**config.mk**
```make
export PLATFORM = sky130hd
export DESIGN_NAME = yuv420_block_to_rgb_top_flat
export DESIGN_NICKNAME = d
export VERILOG_FILES = /design/src/sv/yuv2rgb_pkg.sv /design/src/sv/yuv2rgb_in_if.sv /design/src/sv/yuv2rgb_out_if.sv /design/src/sv/yuv2rgb_chroma.sv /design/src/sv/yuv2rgb_lane.sv /design/src/sv/yuv420_block_to_rgb_top.sv /design/src/flat_wrapper.sv
export SDC_FILE = /design/constraint.sdc
export NUM_CORES = 2
export LEC_CHECK = 0
export ABC_AREA = 1
export ABC_CLOCK_PERIOD_IN_PS = 18600
export BUFFER_PORTS_ARGS = -buffer_cell sky130_fd_sc_hd__buf_2
export CAP_MARGIN = 5
export CORE_UTILIZATION = 63
export DETAILED_ROUTE_END_ITERATION = 16
export PLACE_DENSITY = 0.79
export SLEW_MARGIN = 20
export SYNTH_ARGS = -nofsm -noshare
export SYNTH_HDL_FRONTEND = slang
export SYNTH_SLANG_ARGS = --single-unit
```
**constraint.sdc**
```tcl
create_clock -name clk -period 18.6 [get_ports clk]
set_input_delay 4.65 -clock clk [delete_from_list [all_inputs] [get_ports clk]]
set_output_delay 4.65 -clock clk [all_outputs]
set_load 0.02 [all_outputs]
```
**src/sv/yuv2rgb_pkg.sv**
```systemverilog
// ----------------------------------------------------------------------------
// yuv2rgb_pkg
// Shared types, coefficients and helpers of the 4:2:0 block to RGB converter.
// ----------------------------------------------------------------------------
package yuv2rgb_pkg;

	localparam int PIX_W   = 8;
	localparam int COEF_W  = 19;
	localparam int DIFF_W  = 9;
	localparam int SUM_W   = 28;
	localparam int LANES   = 4;

	localparam int COEF_DROP  = 10;
	localparam int FULL_SHIFT = 16;
	localparam int RED_SHIFT  = 6;

	localparam int K_Y_FULL   = 76283;
	localparam int K_CRV_FULL = 104595;
	localparam int K_CBU_FULL = 132251;
	localparam int K_CGU_FULL = 25624;
	localparam int K_CGV_FULL = 53280;
	localparam int K_OFF_FULL = 32768;

	localparam logic signed [COEF_W-1:0] K_Y_F   = COEF_W'(K_Y_FULL);
	localparam logic signed [COEF_W-1:0] K_CRV_F = COEF_W'(K_CRV_FULL);
	localparam logic signed [COEF_W-1:0] K_CBU_F = COEF_W'(K_CBU_FULL);
	localparam logic signed [COEF_W-1:0] K_CGU_F = COEF_W'(K_CGU_FULL);
	localparam logic signed [COEF_W-1:0] K_CGV_F = COEF_W'(K_CGV_FULL);
	localparam logic signed [SUM_W-1:0]  K_OFF_F = SUM_W'(K_OFF_FULL);

	localparam logic signed [COEF_W-1:0] K_Y_R   = COEF_W'(K_Y_FULL >> COEF_DROP);
	localparam logic signed [COEF_W-1:0] K_CRV_R = COEF_W'(K_CRV_FULL >> COEF_DROP);
	localparam logic signed [COEF_W-1:0] K_CBU_R = COEF_W'(K_CBU_FULL >> COEF_DROP);
	localparam logic signed [COEF_W-1:0] K_CGU_R = COEF_W'(K_CGU_FULL >> COEF_DROP);
	localparam logic signed [COEF_W-1:0] K_CGV_R = COEF_W'(K_CGV_FULL >> COEF_DROP);
	localparam logic signed [SUM_W-1:0]  K_OFF_R = SUM_W'(K_OFF_FULL >> COEF_DROP);

	localparam logic signed [DIFF_W-1:0] LUMA_BIAS   = DIFF_W'(16);
	localparam logic signed [DIFF_W-1:0] CHROMA_BIAS = DIFF_W'(128);

	typedef struct packed {
		logic en_s1;
		logic en_s2;
		logic reduced;
	} pipe_ctl_t;

	typedef struct packed {
		logic signed [SUM_W-1:0] red;
		logic signed [SUM_W-1:0] green;
		logic signed [SUM_W-1:0] blue;
	} chroma_terms_t;

	typedef struct packed {
		logic [PIX_W-1:0] red;
		logic [PIX_W-1:0] green;
		logic [PIX_W-1:0] blue;
	} pixel_t;

	function automatic logic signed [DIFF_W-1:0] unbias(
		input logic [PIX_W-1:0] val,
		input logic signed [DIFF_W-1:0] bias
	);
		return $signed({1'b0, val}) - bias;
	endfunction

	function automatic logic [PIX_W-1:0] shift_clamp(
		input logic signed [SUM_W-1:0] sum,
		input logic reduced
	);
		logic signed [SUM_W-1:0] sh;
		sh = reduced ? (sum >>> RED_SHIFT) : (sum >>> FULL_SHIFT);
		if (sh < 0) begin
			return '0;
		end else if (sh > SUM_W'(255)) begin
			return '1;
		end
		return sh[PIX_W-1:0];
	endfunction

endpackage

```
**src/sv/yuv2rgb_in_if.sv**
```systemverilog
// ----------------------------------------------------------------------------
// yuv2rgb_in_if
// Channel carrying one 2x2 block of 4:2:0 samples.
// ----------------------------------------------------------------------------
interface yuv2rgb_in_if;
	logic       valid;
	logic       ready;
	logic [7:0] luma_top_left;
	logic [7:0] luma_top_right;
	logic [7:0] luma_bottom_left;
	logic [7:0] luma_bottom_right;
	logic [7:0] chroma_blue;
	logic [7:0] chroma_red;

	modport source (
		output valid, luma_top_left, luma_top_right, luma_bottom_left,
		       luma_bottom_right, chroma_blue, chroma_red,
		input  ready
	);
	modport sink (
		input  valid, luma_top_left, luma_top_right, luma_bottom_left,
		       luma_bottom_right, chroma_blue, chroma_red,
		output ready
	);
endinterface

```
**src/sv/yuv2rgb_out_if.sv**
```systemverilog
// ----------------------------------------------------------------------------
// yuv2rgb_out_if
// Channel carrying four RGB pixels of one converted block.
// ----------------------------------------------------------------------------
interface yuv2rgb_out_if;
	logic       valid;
	logic       ready;
	logic [7:0] red_top_left;
	logic [7:0] green_top_left;
	logic [7:0] blue_top_left;
	logic [7:0] red_top_right;
	logic [7:0] green_top_right;
	logic [7:0] blue_top_right;
	logic [7:0] red_bottom_left;
	logic [7:0] green_bottom_left;
	logic [7:0] blue_bottom_left;
	logic [7:0] red_bottom_right;
	logic [7:0] green_bottom_right;
	logic [7:0] blue_bottom_right;

	modport source (
		output valid,
		       red_top_left, green_top_left, blue_top_left,
		       red_top_right, green_top_right, blue_top_right,
		       red_bottom_left, green_bottom_left, blue_bottom_left,
		       red_bottom_right, green_bottom_right, blue_bottom_right,
		input  ready
	);
	modport sink (
		input  valid,
		       red_top_left, green_top_left, blue_top_left,
		       red_top_right, green_top_right, blue_top_right,
		       red_bottom_left, green_bottom_left, blue_bottom_left,
		       red_bottom_right, green_bottom_right, blue_bottom_right,
		output ready
	);
endinterface

```
**src/sv/yuv2rgb_chroma.sv**
```systemverilog
// ----------------------------------------------------------------------------
// yuv2rgb_chroma
// Shared chroma products and per-color chroma terms of one block.
// ----------------------------------------------------------------------------
module yuv2rgb_chroma
	import yuv2rgb_pkg::*;
(
	input  logic            clk,
	input  pipe_ctl_t       ctl,
	input  logic [PIX_W-1:0] chroma_blue,
	input  logic [PIX_W-1:0] chroma_red,
	output chroma_terms_t   terms
);

	logic signed [DIFF_W-1:0] cb;
	logic signed [DIFF_W-1:0] cr;
	logic signed [COEF_W-1:0] k_crv;
	logic signed [COEF_W-1:0] k_cbu;
	logic signed [COEF_W-1:0] k_cgu;
	logic signed [COEF_W-1:0] k_cgv;
	logic signed [SUM_W-1:0]  k_off;

	logic signed [SUM_W-1:0] crv_s1;
	logic signed [SUM_W-1:0] cbu_s1;
	logic signed [SUM_W-1:0] cgu_s1;
	logic signed [SUM_W-1:0] cgv_s1;
	chroma_terms_t           terms_s2;

	assign cb    = unbias(chroma_blue, CHROMA_BIAS);
	assign cr    = unbias(chroma_red, CHROMA_BIAS);
	assign k_crv = ctl.reduced ? K_CRV_R : K_CRV_F;
	assign k_cbu = ctl.reduced ? K_CBU_R : K_CBU_F;
	assign k_cgu = ctl.reduced ? K_CGU_R : K_CGU_F;
	assign k_cgv = ctl.reduced ? K_CGV_R : K_CGV_F;
	assign k_off = ctl.reduced ? K_OFF_R : K_OFF_F;

	always_ff @(posedge clk) begin
		if (ctl.en_s1) begin
			crv_s1 <= k_crv * cr;
			cbu_s1 <= k_cbu * cb;
			cgu_s1 <= k_cgu * cb;
			cgv_s1 <= k_cgv * cr;
		end
	end

	always_ff @(posedge clk) begin
		if (ctl.en_s2) begin
			terms_s2.red   <= crv_s1;
			terms_s2.green <= k_off - cgu_s1 - cgv_s1;
			terms_s2.blue  <= cbu_s1 + k_off;
		end
	end

	assign terms = terms_s2;

endmodule

```
**src/sv/yuv2rgb_lane.sv**
```systemverilog
// ----------------------------------------------------------------------------
// yuv2rgb_lane
// One pixel lane: luma product, sum with chroma terms, shift and clamp.
// ----------------------------------------------------------------------------
module yuv2rgb_lane
	import yuv2rgb_pkg::*;
(
	input  logic             clk,
	input  pipe_ctl_t        ctl,
	input  logic [PIX_W-1:0] luma,
	input  chroma_terms_t    terms,
	output pixel_t           pixel
);

	logic signed [DIFF_W-1:0] ys;
	logic signed [COEF_W-1:0] k_y;
	logic signed [SUM_W-1:0]  y_s1;
	logic signed [SUM_W-1:0]  y_s2;

	assign ys  = unbias(luma, LUMA_BIAS);
	assign k_y = ctl.reduced ? K_Y_R : K_Y_F;

	always_ff @(posedge clk) begin
		if (ctl.en_s1) begin
			y_s1 <= k_y * ys;
		end
		if (ctl.en_s2) begin
			y_s2 <= y_s1;
		end
	end

	always_comb begin
		pixel.red   = shift_clamp(y_s2 + terms.red, ctl.reduced);
		pixel.green = shift_clamp(y_s2 + terms.green, ctl.reduced);
		pixel.blue  = shift_clamp(y_s2 + terms.blue, ctl.reduced);
	end

endmodule

```
**src/sv/yuv420_block_to_rgb_top.sv**
```systemverilog
// ----------------------------------------------------------------------------
// yuv420_block_to_rgb_top
// 2x2 block of 4:2:0 video to four BT.601 RGB pixels, four lanes wide.
//
//   channel | dir | handshake       | content
//   --------+-----+-----------------+----------------------------------------
//   yuv     | in  | valid / ready   | four luma samples, blue and red chroma
//   rgb     | out | valid / ready   | red, green, blue of the four pixels
//   cfg     | in  | cfg_wr_en       | reduced_precision mode bit
//
// One block per clock while rgb.ready does not stall; rgb.valid follows the stages:
// the multiply stage loads at accept, then the chroma-term stage and the
// output register follow.
// arst_n clears the stage valids and the mode bit (full precision).
// Each stage advances when it is empty or its successor advances, so bubbles
// fill while the output holds a stalled item.
// ----------------------------------------------------------------------------
module yuv420_block_to_rgb_top
	import yuv2rgb_pkg::*;
(
	input  logic           clk,
	input  logic           arst_n,
	input  logic           cfg_wr_en,
	input  logic           cfg_wr_data,
	yuv2rgb_in_if.sink     yuv,
	yuv2rgb_out_if.source  rgb
);

	logic      mode_q;
	logic      valid_s1;
	logic      valid_s2;
	logic      out_valid_q;
	logic      en_s1;
	logic      en_s2;
	logic      en_out;
	pipe_ctl_t ctl;

	logic [PIX_W-1:0] luma [LANES];
	pixel_t           lane_px [LANES];
	pixel_t           px_q [LANES];
	chroma_terms_t    terms;

	assign en_out = !out_valid_q || rgb.ready;
	assign en_s2  = !valid_s2 || en_out;
	assign en_s1  = !valid_s1 || en_s2;

	assign ctl.en_s1   = en_s1;
	assign ctl.en_s2   = en_s2;
	assign ctl.reduced = mode_q;

	assign yuv.ready = en_s1;

	always_ff @(posedge clk or negedge arst_n) begin
		if (!arst_n) begin
			mode_q <= 1'b0;
		end else if (cfg_wr_en) begin
			mode_q <= cfg_wr_data;
		end
	end

	always_ff @(posedge clk or negedge arst_n) begin
		if (!arst_n) begin
			valid_s1    <= 1'b0;
			valid_s2    <= 1'b0;
			out_valid_q <= 1'b0;
		end else begin
			if (en_s1) begin
				valid_s1 <= yuv.valid;
			end
			if (en_s2) begin
				valid_s2 <= valid_s1;
			end
			if (en_out) begin
				out_valid_q <= valid_s2;
			end
		end
	end

	assign luma[0] = yuv.luma_top_left;
	assign luma[1] = yuv.luma_top_right;
	assign luma[2] = yuv.luma_bottom_left;
	assign luma[3] = yuv.luma_bottom_right;

	yuv2rgb_chroma u_chroma (
		.clk         (clk),
		.ctl         (ctl),
		.chroma_blue (yuv.chroma_blue),
		.chroma_red  (yuv.chroma_red),
		.terms       (terms)
	);

	for (genvar i = 0; i < LANES; i++) begin : g_lane
		yuv2rgb_lane u_lane (
			.clk   (clk),
			.ctl   (ctl),
			.luma  (luma[i]),
			.terms (terms),
			.pixel (lane_px[i])
		);
	end

	// merge the lanes into the output item
	always_ff @(posedge clk) begin
		if (en_out) begin
			for (int i = 0; i < LANES; i++) begin
				px_q[i] <= lane_px[i];
			end
		end
	end

	assign rgb.valid              = out_valid_q;
	assign rgb.red_top_left       = px_q[0].red;
	assign rgb.green_top_left     = px_q[0].green;
	assign rgb.blue_top_left      = px_q[0].blue;
	assign rgb.red_top_right      = px_q[1].red;
	assign rgb.green_top_right    = px_q[1].green;
	assign rgb.blue_top_right     = px_q[1].blue;
	assign rgb.red_bottom_left    = px_q[2].red;
	assign rgb.green_bottom_left  = px_q[2].green;
	assign rgb.blue_bottom_left   = px_q[2].blue;
	assign rgb.red_bottom_right   = px_q[3].red;
	assign rgb.green_bottom_right = px_q[3].green;
	assign rgb.blue_bottom_right  = px_q[3].blue;

endmodule

```
**src/flat_wrapper.sv**
```systemverilog
// flat-port wrapper written by rule: the top's interface ports become plain ports
module yuv420_block_to_rgb_top_flat import yuv2rgb_pkg::*;
  (clk, arst_n, cfg_wr_en, cfg_wr_data, yuv_valid, yuv_luma_top_left, yuv_luma_top_right, yuv_luma_bottom_left, yuv_luma_bottom_right, yuv_chroma_blue, yuv_chroma_red, yuv_ready, rgb_valid, rgb_red_top_left, rgb_green_top_left, rgb_blue_top_left, rgb_red_top_right, rgb_green_top_right, rgb_blue_top_right, rgb_red_bottom_left, rgb_green_bottom_left, rgb_blue_bottom_left, rgb_red_bottom_right, rgb_green_bottom_right, rgb_blue_bottom_right, rgb_ready);
  yuv2rgb_in_if yuv_i ();
  yuv2rgb_out_if rgb_i ();
  input  logic clk;
  input  logic arst_n;
  input  logic cfg_wr_en;
  input  logic cfg_wr_data;
  input wire logic [$bits(yuv_i.valid)-1:0] yuv_valid;
  input wire logic [$bits(yuv_i.luma_top_left)-1:0] yuv_luma_top_left;
  input wire logic [$bits(yuv_i.luma_top_right)-1:0] yuv_luma_top_right;
  input wire logic [$bits(yuv_i.luma_bottom_left)-1:0] yuv_luma_bottom_left;
  input wire logic [$bits(yuv_i.luma_bottom_right)-1:0] yuv_luma_bottom_right;
  input wire logic [$bits(yuv_i.chroma_blue)-1:0] yuv_chroma_blue;
  input wire logic [$bits(yuv_i.chroma_red)-1:0] yuv_chroma_red;
  output wire logic [$bits(yuv_i.ready)-1:0] yuv_ready;
  output wire logic [$bits(rgb_i.valid)-1:0] rgb_valid;
  output wire logic [$bits(rgb_i.red_top_left)-1:0] rgb_red_top_left;
  output wire logic [$bits(rgb_i.green_top_left)-1:0] rgb_green_top_left;
  output wire logic [$bits(rgb_i.blue_top_left)-1:0] rgb_blue_top_left;
  output wire logic [$bits(rgb_i.red_top_right)-1:0] rgb_red_top_right;
  output wire logic [$bits(rgb_i.green_top_right)-1:0] rgb_green_top_right;
  output wire logic [$bits(rgb_i.blue_top_right)-1:0] rgb_blue_top_right;
  output wire logic [$bits(rgb_i.red_bottom_left)-1:0] rgb_red_bottom_left;
  output wire logic [$bits(rgb_i.green_bottom_left)-1:0] rgb_green_bottom_left;
  output wire logic [$bits(rgb_i.blue_bottom_left)-1:0] rgb_blue_bottom_left;
  output wire logic [$bits(rgb_i.red_bottom_right)-1:0] rgb_red_bottom_right;
  output wire logic [$bits(rgb_i.green_bottom_right)-1:0] rgb_green_bottom_right;
  output wire logic [$bits(rgb_i.blue_bottom_right)-1:0] rgb_blue_bottom_right;
  input wire logic [$bits(rgb_i.ready)-1:0] rgb_ready;
  assign yuv_i.valid = yuv_valid;
  assign yuv_i.luma_top_left = yuv_luma_top_left;
  assign yuv_i.luma_top_right = yuv_luma_top_right;
  assign yuv_i.luma_bottom_left = yuv_luma_bottom_left;
  assign yuv_i.luma_bottom_right = yuv_luma_bottom_right;
  assign yuv_i.chroma_blue = yuv_chroma_blue;
  assign yuv_i.chroma_red = yuv_chroma_red;
  assign yuv_ready = yuv_i.ready;
  assign rgb_valid = rgb_i.valid;
  assign rgb_red_top_left = rgb_i.red_top_left;
  assign rgb_green_top_left = rgb_i.green_top_left;
  assign rgb_blue_top_left = rgb_i.blue_top_left;
  assign rgb_red_top_right = rgb_i.red_top_right;
  assign rgb_green_top_right = rgb_i.green_top_right;
  assign rgb_blue_top_right = rgb_i.blue_top_right;
  assign rgb_red_bottom_left = rgb_i.red_bottom_left;
  assign rgb_green_bottom_left = rgb_i.green_bottom_left;
  assign rgb_blue_bottom_left = rgb_i.blue_bottom_left;
  assign rgb_red_bottom_right = rgb_i.red_bottom_right;
  assign rgb_green_bottom_right = rgb_i.green_bottom_right;
  assign rgb_blue_bottom_right = rgb_i.blue_bottom_right;
  assign rgb_i.ready = rgb_ready;
  yuv420_block_to_rgb_top u_core (.clk(clk), .arst_n(arst_n), .cfg_wr_en(cfg_wr_en), .cfg_wr_data(cfg_wr_data), .yuv(yuv_i), .rgb(rgb_i));
endmodule
```
==> impl_metrics.json <==
{
  "rr_startpoint": "u_core.mode_q$_DFFE_PN0P_",
  "crit_fanout": 40,
  "syn_to_final_growth_pct": 6.738,
  "synth_enable_flop_cells": 499,
  "overall_global_routing_usage_pct": 41.49,
  "finalHoldViolations": 0,
  "capturing_element_of_the_worst_setup_path": "yuv_ready",
  "nNetsFinal": 9616,
  "synth_xor_area_share_pct": 4.356,
  "die_w_um": 318.3,
  "grt_pass1_vias": 56200,
  "gp_congestion": 1.051,
  "drt-pass1-iter-count": 8,
  "critPathLaunch": "rgb_ready",
  "rows": 115,
  "dominant_combinational_cell_family_by_area_after_synthesis": "adder cells",
  "synthesis.area_per_instance_um2": 7.903,
  "ioPinCount": 152,
  "routed_wire_length_per_instance_um": 22.33,
  "yosys.area_share.adder_pct": 31.32,
  "synth_cell_types": 64,
  "hold_removal_path_class": "flip-flop to flip-flop",
  "rr_endpoint": "u_core.g_lane[0].u_lane.y_s1[22]$_DFFE_PP_",
  "worst_ep_required_time_ns": 13.95,
  "drt_first_iter_violations": 5865,
  "finalClockSkew_ns": 0.06285,
  "antenna_found_initial": 17,
  "result_of_the_run": "completed",
  "worst_r2r_path_depth": 22,
  "yosysSeqAreaShare_pct": 23.93,
  "post_synth_simple_gate_area_pct": 22.47,
  "drive_above_1_share_pct": 4.954,
  "max-clock-path-buffers": 3,
  "timing.max_cap.violations": 0,
  "synthArstFlopShare_pct": 0.7952,
  "detail_route.vias_per_cell": 6.063,
  "clkTransAtPathRegs_ns": 0.06,
  "wire_length_of_the_first_global_routing_pass_um": 318800,
  "post-cts-setup-buffer-count": 0,
  "worst_setup_path_end_kind": "output port",
  "post-dp-hpwl_um": 170900,
  "clock_tree_from_tritoncts": "done",
  "setup_total_neg_slack_ns": 0,
  "multi_input_comb_area_um2": 43130,
  "synth_ff_type": "edfxtp_1",
  "seq_area_um2": 15090,
  "timing_worst_setup_path_type": "input pin to output port",
  "core_area_um2": 98710,
  "floorplan.initialDensity_pct": 63.85,
  "cts_buffers": 56,
  "synth-seq-cells": 503,
  "grt_setup_unrepaired": "false",
  "detail_route.wirelength_um": 212600,
  "share_of_the_synthesized_area_in_compound_gates_ao_oa_aoi_oai_pct": 10.19,
  "drc_violations_left": 0,
  "cts_root_buffer": "clkbuf_16",
  "chipHeight_um": 318.3,
  "netlist_instances": 7975,
  "worstSkewPairLatency_ns": 0.70,
  "syn-cell-area_um2": 63020,
  "buffer_ports.inserted": 151,
  "setup-violations-final": 0,
  "cts_sinks": 503,
  "fmax_mhz": 89.99,
  "rel_slew_slack_pct": 22.95,
  "grt-ovfl-total": 0,
  "die_area_um2": 101300,
  "htree_levels": 2,
  "ys.warnings.count": 0,
  "part_of_the_cycle_the_worst_path_needs_pct": 59.74,
  "fin_crit_ns": 11.11,
  "report.final.slew_viol_count": 0,
  "via_count": 57730,
  "synth_mux_area_share_pct": 0,
  "post_cts_hold_buffer_count": 0,
  "worst_slew_pin_slew_ns": 1.156,
  "drt.antenna.violating_nets": 0,
  "worst_setup_path_start_kind": "input pin",
  "grt_start_max_net_pins": 82,
  "cts.repair.resized": 0,
  "worstPathArrival_ns": 6.46,
  "rrSetupSlack_ns": 11.43,
  "layout.filler_cells": 7941
}
[worst max-delay path: stages]
cell     delay [ns]
buf_2          0.10
inv_1          0.08
nand2_4        0.34
nor2_1         0.55
nand2_4        0.42
buf_2          0.30
[metal layers]
metal	GRT usage (%)	vias up	part of all wire (%)
met2	66.34	2921	44
met1	50.81	26980	38
met5	0	-	0.032
met3	10.46	683	11
met4	24.20	10	6.6
li1	-	27130	-
[Yosys cell counts, drive strengths merged, types with 3 or more instances]
library cell | number | area (um^2)
nor2 | 666 | 2638
nand4 | 142 | 900.9
nor3b | 3 | 27.52
nor3 | 91 | 480.5
xor2 | 193 | 1747
fa | 309 | 6186
buf | 12 | 57.55
ha | 1083 | 13550
a211oi | 8 | 60.06
nand2b | 3 | 21.27
xnor2 | 114 | 998.5
a21o | 38 | 285.3
o21bai | 45 | 356.6
edfxtp | 499 | 14980
or2 | 24 | 150.2
nand3 | 430 | 2172
inv | 1254 | 4707
clkbuf | 25 | 93.84
o22ai | 7 | 43.79
a21oi | 587 | 2942
dfrtp | 4 | 100.1
a31oi | 27 | 168.9
o21ai | 400 | 2043
o2111ai | 3 | 26.28
nand3b | 43 | 322.8
o31ai | 7 | 52.55
nor4 | 27 | 168.9
and2 | 6 | 37.54
o21a | 16 | 120.1
a21boi | 10 | 75.07
o211ai | 22 | 165.2
nand2 | 1862 | 7232
[layout by cell type (no fill, tap or decap), types with 56 or more instances in the layout]
| cell type | n |
|---|---|
| edfxtp_1 | 499 |
| nor2_1 | 649 |
| fa_1 | 309 |
| clkbuf_16 | 56 |
| nand4_1 | 140 |
| nand2_1 | 1789 |
| nor3_1 | 86 |
| xor2_1 | 190 |
| ha_1 | 1083 |
| o21ai_0 | 376 |
| xnor2_1 | 114 |
| inv_1 | 1244 |
| nand3_1 | 426 |
| buf_2 | 151 |
| nand2_2 | 58 |
| a21oi_1 | 586 |
[area by class of cell]
| type | count | share of cell area, % |
|---|---|---|
| multi-input cells | 6190 | 64.11 |
| flip-flops and latches | 503 | 22.43 |
| inverters | 1256 | 7.020 |
| well taps | 1287 | 2.394 |
| clock buffers | 65 | 2.133 |
| repair buffers | 163 | 1.276 |
| clock inverters | 39 | 0.5673 |
| diodes | 18 | 0.06696 |
[cells by family after synthesis]
| family | after synthesis |
|---|---|
| AO/OA/AOI/OAI | 1179 |
| adder cells (fa/ha/maj) | 1392 |
| other | 2 |
| buffers and inverters | 1293 |
| flip-flops | 503 |
| XOR/XNOR | 307 |
| AND/OR/NAND/NOR | 3299 |
[per-stage QoR]
stage | instance area, um^2 | utilization [%] | setup WS [ns] | hold slack (ns) | std cells
after floorplan | 63060 | - | 2.309 | 0.4003 | 7986
after global placement | 65410 | 66.26 | 7.589 | 0.4010 | 9399
after detailed placement | 65410 | 66.26 | 7.492 | 0.4045 | 9399
after CTS | 67220 | 68.11 | 7.491 | 0.3958 | 9503
after global routing | 67230 | 68.11 | 7.376 | 0.4177 | 9505
final | 67270 | 68.15 | 7.488 | 0.3878 | 9521
[registers in the layout (all words and copies together) (netlist names)]
| register | cells |
|---|---|
| u_core.u_chroma.cgv_s1 | 24 |
| u_core.valid_s1 | 1 |
| u_core.u_chroma.cgu_s1 | 25 |
| u_core.rgb.valid | 1 |
| u_core.u_chroma.cbu_s1 | 28 |
| u_core.g_lane.u_lane.y_s2 | 108 |
| u_core.u_chroma.crv_s1 | 27 |
| u_core.g_lane.u_lane.y_s1 | 108 |
| u_core.u_chroma.terms | 83 |
| u_core.px_q | 96 |
| u_core.mode_q | 1 |
| u_core.valid_s2 | 1 |
[worst min path at each step]
stage	from	to	slack, ns	depth (start not counted)
floorplan	u_core.g_lane[0].u_lane.y_s1[0]$_DFFE_PP_	u_core.g_lane[0].u_lane.y_s2[0]$_DFFE_PP_	0.40	0
global placement	u_core.g_lane[1].u_lane.y_s1[25]$_DFFE_PP_	u_core.g_lane[1].u_lane.y_s2[25]$_DFFE_PP_	0.40	0
detailed placement	u_core.g_lane[1].u_lane.y_s1[16]$_DFFE_PP_	u_core.g_lane[1].u_lane.y_s2[16]$_DFFE_PP_	0.40	0
CTS	u_core.u_chroma.crv_s1[21]$_DFFE_PP_	u_core.u_chroma.terms[77]$_DFFE_PP_	0.40	0
global route	u_core.g_lane[1].u_lane.y_s1[19]$_DFFE_PP_	u_core.g_lane[1].u_lane.y_s2[19]$_DFFE_PP_	0.42	0
finish	u_core.u_chroma.crv_s1[21]$_DFFE_PP_	u_core.u_chroma.terms[77]$_DFFE_PP_	0.39	0
Power is left out: the tool's default activity adds up to more than one toggle a clock period on the data nets, which glitch-free logic cannot reach.
